<file path="src/rtl/trcd_pkg.sv">
// Package for the tile reorder / centre distance unit.
// Field widths, register indexes, packing offsets and default sizes.
// No dependencies.
package trcd_pkg;

  localparam int MAX_TILE_DEF           = 64;
  localparam int MAX_TILES_PER_SIDE_DEF = 1024;

  localparam int TILE_SIZE_RST = 8;

  localparam int TILE_SIZE_W   = 7;
  localparam int TILES_SIDE_W  = 11;
  localparam int CFG_DATA_W    = 11;
  localparam int CFG_INDEX_W   = 2;

  localparam int VEL_W          = 32;
  localparam int TILE_NUMBER_W  = 20;
  localparam int POINT_W        = 12;
  localparam int DIST_W         = 13;
  localparam int TILE_COUNT_W   = 21;

  localparam int IN_TDATA_W  = 2 * VEL_W;
  localparam int OUT_FIELDS_W = TILE_NUMBER_W + POINT_W + 2 * VEL_W + DIST_W + TILE_COUNT_W;
  localparam int OUT_TDATA_W  = ((OUT_FIELDS_W + 7) / 8) * 8;

  typedef enum logic [CFG_INDEX_W-1:0] {
    CFG_TILE_SIZE    = 2'd0,
    CFG_TILES_ACROSS = 2'd1,
    CFG_TILES_DOWN   = 2'd2,
    CFG_UNUSED       = 2'd3
  } cfg_index_t;

  // Zero reads as one, anything above hi saturates to hi.
  function automatic int clamp_reg(input logic [CFG_DATA_W-1:0] v, input int hi);
    int r;
    r = int'(v);
    if (r == 0) begin
      r = 1;
    end else if (r > hi) begin
      r = hi;
    end
    return r;
  endfunction

endpackage

</file>
<file path="src/rtl/tile_reorder_with_center_distance_unit.sv">
// Raster-to-tile address generator with tile-centre distance.
// Result registered the cycle after input; 1 beat per cycle while out_tready is high.
// One register stage: position counters feed small multipliers into the output register.
// rst_n (synchronous, active low) restores tile_size 8, 1 x 1 tiles, counters zero.
// A write to a used config index also restarts the frame at its first point.
module tile_reorder_with_center_distance_unit #(
  parameter int MAX_TILE           = trcd_pkg::MAX_TILE_DEF,
  parameter int MAX_TILES_PER_SIDE = trcd_pkg::MAX_TILES_PER_SIDE_DEF
) (
  input  logic                               clk,
  input  logic                               rst_n,
  // in_tdata, from bit 0: vel_x_bits[31:0], vel_y_bits[31:0]
  input  logic                               in_tvalid,
  output logic                               in_tready,
  input  logic [trcd_pkg::IN_TDATA_W-1:0]    in_tdata,
  // out_tdata, from bit 0: tile_number[19:0], point_in_tile[11:0], out_vel_x[31:0],
  // out_vel_y[31:0], center_dist_quarters[12:0], tile_count[20:0], zero pad[5:0]
  output logic                               out_tvalid,
  input  logic                               out_tready,
  output logic [trcd_pkg::OUT_TDATA_W-1:0]   out_tdata,
  output logic                               out_tlast,   // frame_last
  input  logic                               cfg_valid,
  output logic                               cfg_ready,
  input  logic [trcd_pkg::CFG_INDEX_W-1:0]   cfg_index,
  input  logic [trcd_pkg::CFG_DATA_W-1:0]    cfg_data
);
  import trcd_pkg::*;

  localparam int CW = (MAX_TILE > 1) ? $clog2(MAX_TILE) : 1;
  localparam int LW = $clog2(MAX_TILE + 1);
  localparam int TW = (MAX_TILES_PER_SIDE > 1) ? $clog2(MAX_TILES_PER_SIDE) : 1;
  localparam int AW = $clog2(MAX_TILES_PER_SIDE + 1);
  localparam int TileRst = (TILE_SIZE_RST > MAX_TILE) ? MAX_TILE : TILE_SIZE_RST;
  localparam int DW = LW + 2;
  localparam int SW = 2 * DW;
  localparam int PadW = OUT_TDATA_W - OUT_FIELDS_W;

  logic [LW-1:0] tile_size_r;
  logic [AW-1:0] tiles_across_r;
  logic [AW-1:0] tiles_down_r;

  logic [CW-1:0] col_in_tile_r, col_in_tile_nxt;
  logic [TW-1:0] tile_col_r,    tile_col_nxt;
  logic [CW-1:0] row_in_tile_r, row_in_tile_nxt;
  logic [TW-1:0] tile_row_r,    tile_row_nxt;

  logic                     out_valid_r;
  logic [TILE_NUMBER_W-1:0] tile_number_r, tile_number_nxt;
  logic [POINT_W-1:0]       point_r,       point_nxt;
  logic [VEL_W-1:0]         vel_x_r, vel_y_r;
  logic [DIST_W-1:0]        dist_r,        dist_nxt;
  logic [TILE_COUNT_W-1:0]  count_r,       count_nxt;
  logic                     last_r,        frame_last_nxt;

  logic in_acc, cfg_acc;
  logic last_col, last_tcol, last_row, last_trow;
  logic signed [DW-1:0] d_col, d_row;
  logic signed [SW-1:0] sq_col, sq_row;

  assign in_tready = !out_valid_r || out_tready;
  assign in_acc    = in_tvalid && in_tready;
  assign cfg_ready = 1'b1;
  assign cfg_acc   = cfg_valid;

  always_comb begin
    last_col  = ((LW+1)'(col_in_tile_r) + 1'b1) >= (LW+1)'(tile_size_r);
    last_tcol = ((AW+1)'(tile_col_r) + 1'b1)    >= (AW+1)'(tiles_across_r);
    last_row  = ((LW+1)'(row_in_tile_r) + 1'b1) >= (LW+1)'(tile_size_r);
    last_trow = ((AW+1)'(tile_row_r) + 1'b1)    >= (AW+1)'(tiles_down_r);
    frame_last_nxt = last_col && last_tcol && last_row && last_trow;

    col_in_tile_nxt = col_in_tile_r;
    tile_col_nxt    = tile_col_r;
    row_in_tile_nxt = row_in_tile_r;
    tile_row_nxt    = tile_row_r;
    if (!last_col) begin
      col_in_tile_nxt = col_in_tile_r + 1'b1;
    end else begin
      col_in_tile_nxt = '0;
      if (!last_tcol) begin
        tile_col_nxt = tile_col_r + 1'b1;
      end else begin
        tile_col_nxt = '0;
        if (!last_row) begin
          row_in_tile_nxt = row_in_tile_r + 1'b1;
        end else begin
          row_in_tile_nxt = '0;
          tile_row_nxt    = last_trow ? '0 : tile_row_r + 1'b1;
        end
      end
    end

    tile_number_nxt = TILE_NUMBER_W'(tile_row_r * tiles_across_r + (TW+AW)'(tile_col_r));
    point_nxt       = POINT_W'(row_in_tile_r * tile_size_r + (CW+LW)'(col_in_tile_r));
    count_nxt       = TILE_COUNT_W'(tiles_across_r * tiles_down_r);

    d_col  = $signed(DW'({col_in_tile_r, 1'b0})) - $signed(DW'(tile_size_r - 1'b1));
    d_row  = $signed(DW'({row_in_tile_r, 1'b0})) - $signed(DW'(tile_size_r - 1'b1));
    sq_col = SW'(d_col * d_col);
    sq_row = SW'(d_row * d_row);
    dist_nxt = DIST_W'(sq_col + sq_row);
  end

  always_ff @(posedge clk) begin
    if (!rst_n) begin
      tile_size_r    <= LW'(TileRst);
      tiles_across_r <= AW'(1);
      tiles_down_r   <= AW'(1);
      col_in_tile_r  <= '0;
      tile_col_r     <= '0;
      row_in_tile_r  <= '0;
      tile_row_r     <= '0;
      out_valid_r    <= 1'b0;
      last_r         <= 1'b0;
    end else begin
      if (cfg_acc && cfg_index != CFG_UNUSED) begin
        case (cfg_index)
          CFG_TILE_SIZE: begin
            tile_size_r <= LW'(clamp_reg(CFG_DATA_W'(cfg_data[TILE_SIZE_W-1:0]), MAX_TILE));
          end
          CFG_TILES_ACROSS: begin
            tiles_across_r <= AW'(clamp_reg(cfg_data, MAX_TILES_PER_SIDE));
          end
          CFG_TILES_DOWN: begin
            tiles_down_r <= AW'(clamp_reg(cfg_data, MAX_TILES_PER_SIDE));
          end
          default: begin
          end
        endcase
        col_in_tile_r <= '0;
        tile_col_r    <= '0;
        row_in_tile_r <= '0;
        tile_row_r    <= '0;
      end else if (in_acc) begin
        col_in_tile_r <= col_in_tile_nxt;
        tile_col_r    <= tile_col_nxt;
        row_in_tile_r <= row_in_tile_nxt;
        tile_row_r    <= tile_row_nxt;
      end
      if (in_acc) begin
        out_valid_r <= 1'b1;
        last_r      <= frame_last_nxt;
      end else if (out_tready) begin
        out_valid_r <= 1'b0;
      end
    end
  end

  // payload, no reset
  always_ff @(posedge clk) begin
    if (in_acc) begin
      tile_number_r <= tile_number_nxt;
      point_r       <= point_nxt;
      vel_x_r       <= in_tdata[VEL_W-1:0];
      vel_y_r       <= in_tdata[2*VEL_W-1:VEL_W];
      dist_r        <= dist_nxt;
      count_r       <= count_nxt;
    end
  end

  assign out_tvalid = out_valid_r;
  assign out_tlast  = last_r;
  assign out_tdata  = {PadW'(0), count_r, dist_r, vel_y_r, vel_x_r, point_r, tile_number_r};

`ifndef NO_ASSERTIONS
  a_col_bound: assert property (@(posedge clk) disable iff (!rst_n)
    (LW+1)'(col_in_tile_r) < (LW+1)'(tile_size_r))
    else $error("column in tile out of range");

  a_tcol_bound: assert property (@(posedge clk) disable iff (!rst_n)
    (AW+1)'(tile_col_r) < (AW+1)'(tiles_across_r))
    else $error("tile column out of range");

  a_size_range: assert property (@(posedge clk) disable iff (!rst_n)
    tile_size_r != '0 && (LW+1)'(tile_size_r) <= (LW+1)'(MAX_TILE))
    else $error("tile size outside legal range");

  a_frame_wrap: assert property (@(posedge clk) disable iff (!rst_n)
    (in_acc && frame_last_nxt && !cfg_acc) |=>
      (col_in_tile_r == '0 && tile_col_r == '0 && row_in_tile_r == '0 && tile_row_r == '0))
    else $error("counters did not wrap after last point of frame");
`endif

endmodule
</file>
<file path="config.mk">
export PLATFORM = sky130hd
export DESIGN_NAME = tile_reorder_with_center_distance_unit
export DESIGN_NICKNAME = d
export VERILOG_FILES = /design/src/rtl/trcd_pkg.sv /design/src/rtl/tile_reorder_with_center_distance_unit.sv
export SDC_FILE = /design/constraint.sdc
export NUM_CORES = 1
export LEC_CHECK = 0
export BUFFER_PORTS_ARGS = -buffer_cell sky130_fd_sc_hd__buf_2
export CORE_ASPECT_RATIO = 0.5
export CORE_MARGIN = 2
export CORE_UTILIZATION = 30
export CTS_CLUSTER_SIZE = 14
export DETAILED_ROUTE_END_ITERATION = 10
export PLACE_DENSITY = 0.5
export SLEW_MARGIN = 15
export SYNTH_ARGS = -nofsm -noshare
export SYNTH_HDL_FRONTEND = slang
export SYNTH_SLANG_ARGS = --single-unit
</file>
<file path="constraint.sdc">
create_clock -name clk -period 12 [get_ports clk]
set_input_delay 1.8 -clock clk [delete_from_list [all_inputs] [get_ports clk]]
set_output_delay 1.8 -clock clk [all_outputs]
set_load 0.02 [all_outputs]
</file>
Word-level counts from Yosys, hierarchy flattened
Cells that the tools add are included.

word-level totals
  output and inout bits = 140
  logic and storage cells = 72
  register bits = 193
  input bits = 82

cells by class
  bitwise operators = 1
  multipliers = 5
  add/subtract/negate cells = 14
  order comparisons = 6
  eq/ne operators = 3
  muxes and demuxes = 10
  reductions and logical operators = 18

operators by type and width
  cell                                                                count
  9-bit by 9-bit multiplier with 13-bit output                        2
  10-bit by 1-bit adder with 11-bit output, second input constant     2
  11-bit greater-or-equal comparator                                  2
  11-bit two-way mux                                                  2
  11-bit by 11-bit multiplier with 21-bit output                      1
  10-bit by 1-bit adder with 10-bit output, second input constant     2
  20-bit by 10-bit adder with 20-bit output                           1
  10-bit by 11-bit multiplier with 20-bit output                      1
  10-bit two-way mux                                                  2
  8-bit by 8-bit subtractor with 9-bit output                         2
  6-bit by 1-bit adder with 7-bit output, second input constant       2
  7-bit greater-or-equal comparator                                   2
  7-bit two-way mux                                                   2
  13-bit adder                                                        1
  12-bit by 6-bit adder with 12-bit output                            1
  6-bit by 1-bit adder with 6-bit output, second input constant       2
  6-bit by 7-bit multiplier with 12-bit output                        1
  6-bit two-way mux                                                   2
  11-bit greater-than comparator, second input constant               1
  11-bit zero test                                                    1
  2-bit AND reduction                                                 4
  7-bit by 1-bit subtractor with 8-bit output, second input constant  1
  7-bit greater-than comparator, second input constant                1
  7-bit zero test                                                     1
  13 further kinds                                                    18

Depth between registers and ports, before layout
Gate-level depths: netlist of the first run.

  depth after elaboration = 5
  gate-level depth with buffers = 36

Worst setup path before layout of the first run
OpenSTA, ideal clock, no wires.

  path type = register to register
  from = register tile_size_r[0]
  to = register dist_r[12], data pin
  arrival time = 8624 ps
  setup slack = 3116 ps
  cell stages (with the launch flop) = 35
  clock period less this slack = 8884 ps
  setup time = 260 ps
  cell sequence = dfxtp_1 -> buf_6 -> clkbuf_1 -> inv_1 -> ha_1 -> ha_1 -> a21oi_1 -> o21bai_1 -> maj3_1 -> maj3_1 -> maj3_1 -> a21oi_1 -> xnor2_1 -> or2_1 -> fa_1 -> inv_1 -> fa_1 -> inv_1 -> fa_1 -> inv_1 -> fa_1 -> fa_1 -> inv_1 -> fa_1 -> inv_1 -> ha_1 -> ha_1 -> nor2b_1 -> o21ai_0 -> a21oi_1 -> o41a_1 -> xnor2_1 -> xnor2_1 -> xnor2_1 -> xnor2_1

on the way
  longest elaborated chain between the ends = 4

RTL lines
  element                                                          line                                                                                         RTL
  from (decl)                                                      tile_reorder_with_center_distance_unit.sv:38                                                 logic [LW-1:0] tile_size_r;
  from (signal assigned)                                           tile_reorder_with_center_distance_unit.sv:106                                                tile_size_r <= LW'(TileRst);
  from (signal assigned)                                           tile_reorder_with_center_distance_unit.sv:119                                                tile_size_r <= LW'(clamp_reg(CFG_DATA_W'(cfg_data[TILE_SIZE_W-1:0]), MAX_TILE));
  7-bit by 1-bit subtractor with 8-bit output (*)                  tile_reorder_with_center_distance_unit.sv:97, tile_reorder_with_center_distance_unit.sv:98
  8-bit by 8-bit subtractor with 9-bit output (on tied branches)   tile_reorder_with_center_distance_unit.sv:97, tile_reorder_with_center_distance_unit.sv:98
  9-bit by 9-bit multiplier with 13-bit output (on tied branches)  tile_reorder_with_center_distance_unit.sv:99, tile_reorder_with_center_distance_unit.sv:100
  13-bit adder (*)                                                 tile_reorder_with_center_distance_unit.sv:101                                                dist_nxt = DIST_W'(sq_col + sq_row);
  named net dist_nxt[12]                                           tile_reorder_with_center_distance_unit.sv:51                                                 logic [DIST_W-1:0] dist_r, dist_nxt;
  to (signal assigned)                                             tile_reorder_with_center_distance_unit.sv:156                                                dist_r <= dist_nxt;
  to (decl)                                                        tile_reorder_with_center_distance_unit.sv:51

The timed path passes the listed nets; every way through them passes the cells marked *.
A chain may end at the register's enable or synchronous reset.

Worst setup path in the final report of the first run
  from = register tile_size_r[1]
  to = register dist_r[12], data pin

Same word-level chain as after synthesis.

==> reports/results.ini, run 1 <==
[outcome]
status=finished clean

[place]
placed_cell_area_um2=23000
portBuffers=213
place_congestion=0.816
post-dp-hpwl_um=40500

[sta]
fin_tns_setup_ps=0
setup_viol=0
hold_viol=0
max_freq_mhz=110
drv_slew=0
fin_crit_ps=9120
max_slew_margin=0.298
period_share=0.760
skew_ps=11.4
rsz0062_at_grt=false
worstMarginPinSlew_ps=1050

[critical_path]
worstPathMaxFanout=10
required_ps=12220
crit_path_end_kind=flop
path_buf_inv=6
critical-path-max-stage-delay_ps=580
setup.worst_path.start_class=flop
worst-path-stages=32
crit_arrival_ps=9340
worstSetupPathType=flop to flop
reg2reg_depth=32
cp_slowest_cell=dfxtp_1
critPathTopFamily=adder cells

[global_routing]
grt.overflow.total=0
first_global_vias=15100
grt_util_all_layers=0.146
grt_pass1_wl_um=81800
grt_max_degree=70
antenna_found_initial=0

[synth]
yosysSeqAreaShare=0.245
ys_seq_elements=192
yosys_most_used_dff=edfxtp_1
synth_edf_count=129
syn-cell-area_um2=20900
async_reset_ff_frac=0
netlist_instances=2116
syn_avg_cell_area_um2=9.89
synth.distinct_cells=63
yosys_warnings=0

[routing]
drc_errors=0
drtPass1Iterations=5
post_drt_via_cell_ratio=4.45
wirelength_um=50900
num_vias=14500
wire_per_inst_um=15.6
drtIter0Drc=697
ant_nets=0

[final_layout]
diodes=0
nNetsFinal=2893
final_area_um2=23600
drive_above_1_share=0.124
syn_to_final_growth_pct=12.6

[clock_tree]
cts_buffer_depth=2
hold_buffers=0
path_clk_slew_ps=80
cts_made_buffers=17
cts_root_buf=clkbuf_16
cts_setup_buffers=0
cts_tree=done
ctsResizeCount=0
htree_num_levels=4
cts.sinks=192
clk_latency_ps=470

[die]
ios=222
core_um2=69000
rows=68
die_w_um=378
initial_core_util=0.303
die_h_um=191
die-area_um2=72000

[pwr]
cellLeakagePower_nw=11.3
power_density_nw_per_um2=316
ir_drop_mv=0.896

[run]
drv_cap=0

[min_path]
min_path_cells=2
hp-class=flop to flop

==> metal layers <==
layer  vias up  share of wire  global-route usage
li1       6994              -                   -
met1      7279           0.46               0.197
met2       162           0.50               0.249
met3        37          0.025              0.0216
met4         0          0.014              0.0323
met5         -              0                   0
==> final cells by class <==
class | count | area [µm²]
Clock inverter | 14 | 141
Fill cell | 7201 | 45400
Tap cell | 945 | 1180
Clock buffer | 18 | 429
Inverter | 377 | 1420
Sequential cell | 192 | 5130
Multi-Input combinational cell | 1473 | 14100
Timing Repair Buffer | 232 | 1210
==> cell usage after synthesis (all sizes together), types with 6 or more instances <==
cell type / number / area (µm²)
a211oi: 9 / 92.6
a21boi: 24 / 180
a21o: 20 / 150
a21oi: 51 / 255
a22oi: 12 / 90.1
and2: 88 / 551
and3: 14 / 87.6
buf: 12 / 92.6
clkbuf: 68 / 255
clkinv: 6 / 22.5
dfxtp: 63 / 1260
edfxtp: 129 / 3870
fa: 270 / 5410
ha: 248 / 3100
inv: 371 / 1390
maj3: 12 / 128
nand2: 232 / 878
nand2b: 11 / 68.8
nand3: 21 / 105
nand3b: 6 / 45.0
nand4: 8 / 50.1
nor2: 158 / 601
nor2b: 15 / 93.8
nor3: 17 / 96.4
nor3b: 6 / 45.0
o21a: 13 / 97.6
o21ai: 21 / 105
o21bai: 13 / 97.6
or2: 6 / 37.5
xnor2: 107 / 963
xor2: 40 / 350
==> cells by family after synthesis <==
| kind of cell | Yosys count | share of synthesized area |
|---|---|---|
| other cells | 2 | 0.000359 |
| buf+inv | 457 | 0.0842 |
| flops | 192 | 0.245 |
| compound gates | 184 | 0.0592 |
| mux | 5 | 0.00245 |
| simple gates | 599 | 0.133 |
| fa+ha+maj | 530 | 0.413 |
| xor+xnor | 147 | 0.0628 |
==> stage by stage <==
| stage | hold slack (ps) | total power [mW] | std cells | util | setup slack, ps |
|---|---|---|---|---|---|
| 3_3_place_gp | 513 | 6.89 | 3219 | 0.333 | 2970 |
| 4_1_cts | 540 | 7.62 | 3251 | 0.342 | 2830 |
| 3_5_place_dp | 526 | 7.00 | 3219 | 0.333 | 2860 |
| 5_1_grt | 591 | 8.36 | 3251 | 0.342 | 2340 |
| 6_report | 535 | 7.44 | 3251 | 0.342 | 2880 |
| 2_1_floorplan | 442 | 5.99 | 2122 | - | 3120 |
==> worst register-to-register path, delay by kind of cell (launching register included) <==
family                   cells  cell delay, ps
adder cells (fa/ha/maj)     13            5570
XOR/XNOR                     5             780
buffers and inverters        6             480
AO/OA/AOI/OAI                6            1040
flip-flops                   1             580
AND/OR/NAND/NOR              2             440
==> layout by cell type, fill, tap and decap left out, drive strengths merged, types with 9 or more instances in the layout <==
cell type and instances:
and2 88, nand2b 11, o21bai 13, clkbuf 18, a22oi 12, nor3 17
xnor2 107, nor2 158, a21o 20, buf 232, dfxtp 63, o21a 13
a211oi 9, and3 14, a21oi 51, nand3 21, o21ai 21, edfxtp 129
ha 248, xor2 40, fa 270, inv 381, a21boi 24, nand2 232
maj3 12, nor2b 15, clkinv 10
==> power breakdown <==
part           internal [mW]  switching (mW)  total [mW]
clock                  0.278           0.309       0.587
combinational           2.91            2.85        5.76
sequential              1.08          0.0194        1.09
total                   4.26            3.18        7.44
==> final timing paths <==
path / startpoint / endpoint / slack [ps]
max: tile_size_r[1]$_SDFFE_PN0P_ / dist_r[12]$_DFFE_PP_ / 2880
min: out_tvalid$_SDFFE_PN0P_ / out_tvalid$_SDFFE_PN0P_ / 530
min reg2reg: out_tvalid$_SDFFE_PN0P_ / out_tvalid$_SDFFE_PN0P_ / 530
max reg2reg: tile_size_r[1]$_SDFFE_PN0P_ / dist_r[12]$_DFFE_PP_ / 2880
==> sequential cells by signal, summed over array words and instances, names as in the netlist, 11 cells and up <==
register / count
vel_x_r: 32
tiles_down_r: 11
tile_number_r: 20
count_r: 21
dist_r: 12
vel_y_r: 32
point_r: 12
tiles_across_r: 11
Power figures use the tool's default switching activity.
==> run 2: changes to the inputs <==
Clock period 12 ns to 9.6 ns, I/O delays scaled along.
==> reports/results.ini, run 2 (synthesis gave the netlist of run 1 again) <==
[outcome]
status=finished clean

[routing]
drc_errors=0  ; unchanged
num_vias=14400  ; -0.19%
wire_per_inst_um=15.7  ; +0.30%
dr.max_layer_used=met4
drtPass1Iterations=5  ; unchanged
post_drt_via_cell_ratio=4.44  ; -0.32%
m1WireLength_um=23200  ; -1.2%
ant_nets=0  ; unchanged
met2_length_um=25500  ; +0.23%
wirelength_um=51100  ; +0.43%
drtIter0Drc=735  ; +5.5%
dr_wl_met3_um=1750  ; +38%

[sta]
fin_crit_ps=8730  ; -388 ps
worstMarginPinSlew_ps=1100  ; +45.8 ps
period_share=0.910  ; +0.150
drv_slew=0  ; unchanged
max_slew_margin=0.269  ; -0.0290
fin_tns_setup_ps=0  ; unchanged
hold_viol=0  ; unchanged
worst_slack_ps=868  ; -2010 ps
skew_ps=15.3  ; +3.90 ps
max_freq_mhz=115  ; +4.4%
setup_viol=0  ; unchanged
rsz0062_at_grt=false

[die]
die_w_um=378  ; unchanged
die_h_um=191  ; unchanged
rows=68  ; unchanged
initial_core_util=0.303  ; unchanged
core_um2=69000  ; unchanged
ios=222  ; unchanged
die-area_um2=72000  ; unchanged

[pwr]
switchingPower_mw=4.01  ; +26%
ir_drop_mv=1.27  ; +42%
clock_power_share=0.079  ; about the same
combPwrFrac=0.775  ; about the same
power_density_nw_per_um2=396  ; +25%
seqPwrFrac=0.146  ; about the same
cellLeakagePower_nw=11.4  ; +0.19%
internal_power_mw=5.33  ; +25%
total_power_mw=9.34  ; +26%
switching_share=0.429  ; +0.00203

[place]
placed_cell_area_um2=23000  ; +0.13%
place_congestion=0.829  ; +1.6%
pre_cts_ws_ps=857  ; -2000 ps
portBuffers=213  ; unchanged
dpl.cell_count=3223  ; +0.12%
post-dp-hpwl_um=40400  ; -0.24%

[critical_path]
critical-path-max-stage-delay_ps=590  ; about the same
reg2reg_depth=32  ; unchanged
setup.worst_path.start_class=flop
crit_arrival_ps=8950  ; -390 ps
crit_path_end_kind=flop
worstPathMaxFanout=5  ; -5
cp_slowest_cell=fa_1
worstSetupPathType=flop to flop
required_ps=9820  ; -2400 ps

[final_layout]
finalNonFillerCells=3255  ; +0.12%
drive_above_1_share=0.126  ; +0.00152
mostFrequentLayoutCells=inv_1 (369), fa_1 (270), ha_1 (248)
diodes=0  ; unchanged
nNetsFinal=2897  ; +0.14%
reg_top3=vel_x_r x32, vel_y_r x32, count_r x21
final_common_cell=inv_1
syn_to_final_growth_pct=12.8
final_area_um2=23600  ; +0.15%

[run]
drv_cap=0  ; unchanged

[global_routing]
grt.overflow.total=0  ; unchanged
grt_pass1_wl_um=82200  ; +0.47%
antenna_found_initial=0  ; unchanged
grt_max_degree=86  ; +23%
first_global_vias=15000  ; -0.44%
grt_util_all_layers=0.147  ; +0.000532

[min_path]
hp-class=flop to flop
min_path_cells=2  ; unchanged

[clock_tree]
cts_made_buffers=17  ; unchanged
cts_root_buf=clkbuf_16
path_clk_slew_ps=90  ; about the same
cts.sinks=192  ; unchanged
cts_buffer_depth=2  ; unchanged
clk_latency_ps=480  ; about the same
htree_num_levels=4  ; unchanged
cts_setup_buffers=0  ; unchanged
cts_tree=done
hold_buffers=0  ; unchanged
ctsResizeCount=0  ; unchanged

run 2: cell types whose count changed in the layout (fill, tap and decap cells not counted):
cell | before | now
inv_6 | 6 | 3
buf_4 | 19 | 23
inv_8 | 4 | 6
clkinv_4 | 1 | 2
run 2: power by group through the flow:
| stage | registers, mW | logic (mW) | clock network, mW |
|---|---|---|---|
| global route | 1.37 | 8.30 | 0.794 |
| floorplan | 1.45 | 6.04 | 0 |
| global placement | 1.39 | 7.16 | 0 |
| CTS | 1.37 | 7.42 | 0.769 |
| finish | 1.37 | 7.24 | 0.736 |
| detailed placement | 1.39 | 7.35 | 0 |
run 2: layout make-up:
type	count	area, µm²
Multi-Input combinational cell	1473	14100
Sequential cell	192	5130
Inverter	377	1420
Clock inverter	14	146
Fill cell	7096	45400
Tap cell	945	1180
Timing Repair Buffer	236	1240
Clock buffer	18	429
run 2: path summary, 6_finish.rpt:
check | startpoint | end | slack, ps
max | tile_size_r[1]$_SDFFE_PN0P_ | dist_r[12]$_DFFE_PP_ | 870
min reg2reg | out_tvalid$_SDFFE_PN0P_ | out_tvalid$_SDFFE_PN0P_ | 540
max reg2reg | tile_size_r[1]$_SDFFE_PN0P_ | dist_r[12]$_DFFE_PP_ | 870
min | out_tvalid$_SDFFE_PN0P_ | out_tvalid$_SDFFE_PN0P_ | 540
run 2: worst max-delay path, delay by kind of cell, from the launching register on:
kind,cells,cell delay (ps)
buf+inv,6,370
xor+xnor,5,760
simple gates,2,430
fa+ha+maj,13,5530
compound gates,6,1040
flops,1,330
run 2: layer usage:
metal,track usage,vias to the layer above
met4,0.0325,0
li1,-,7009
met3,0.0244,35
met5,0,-
met1,0.193,7205
met2,0.253,195
run 2: metrics by stage:
step / hold WS [ps] / utilization
floorplan: 442 / -
detailed placement: 525 / 0.334
finish: 543 / 0.342
CTS: 537 / 0.342
global placement: 510 / 0.334
global route: 575 / 0.342
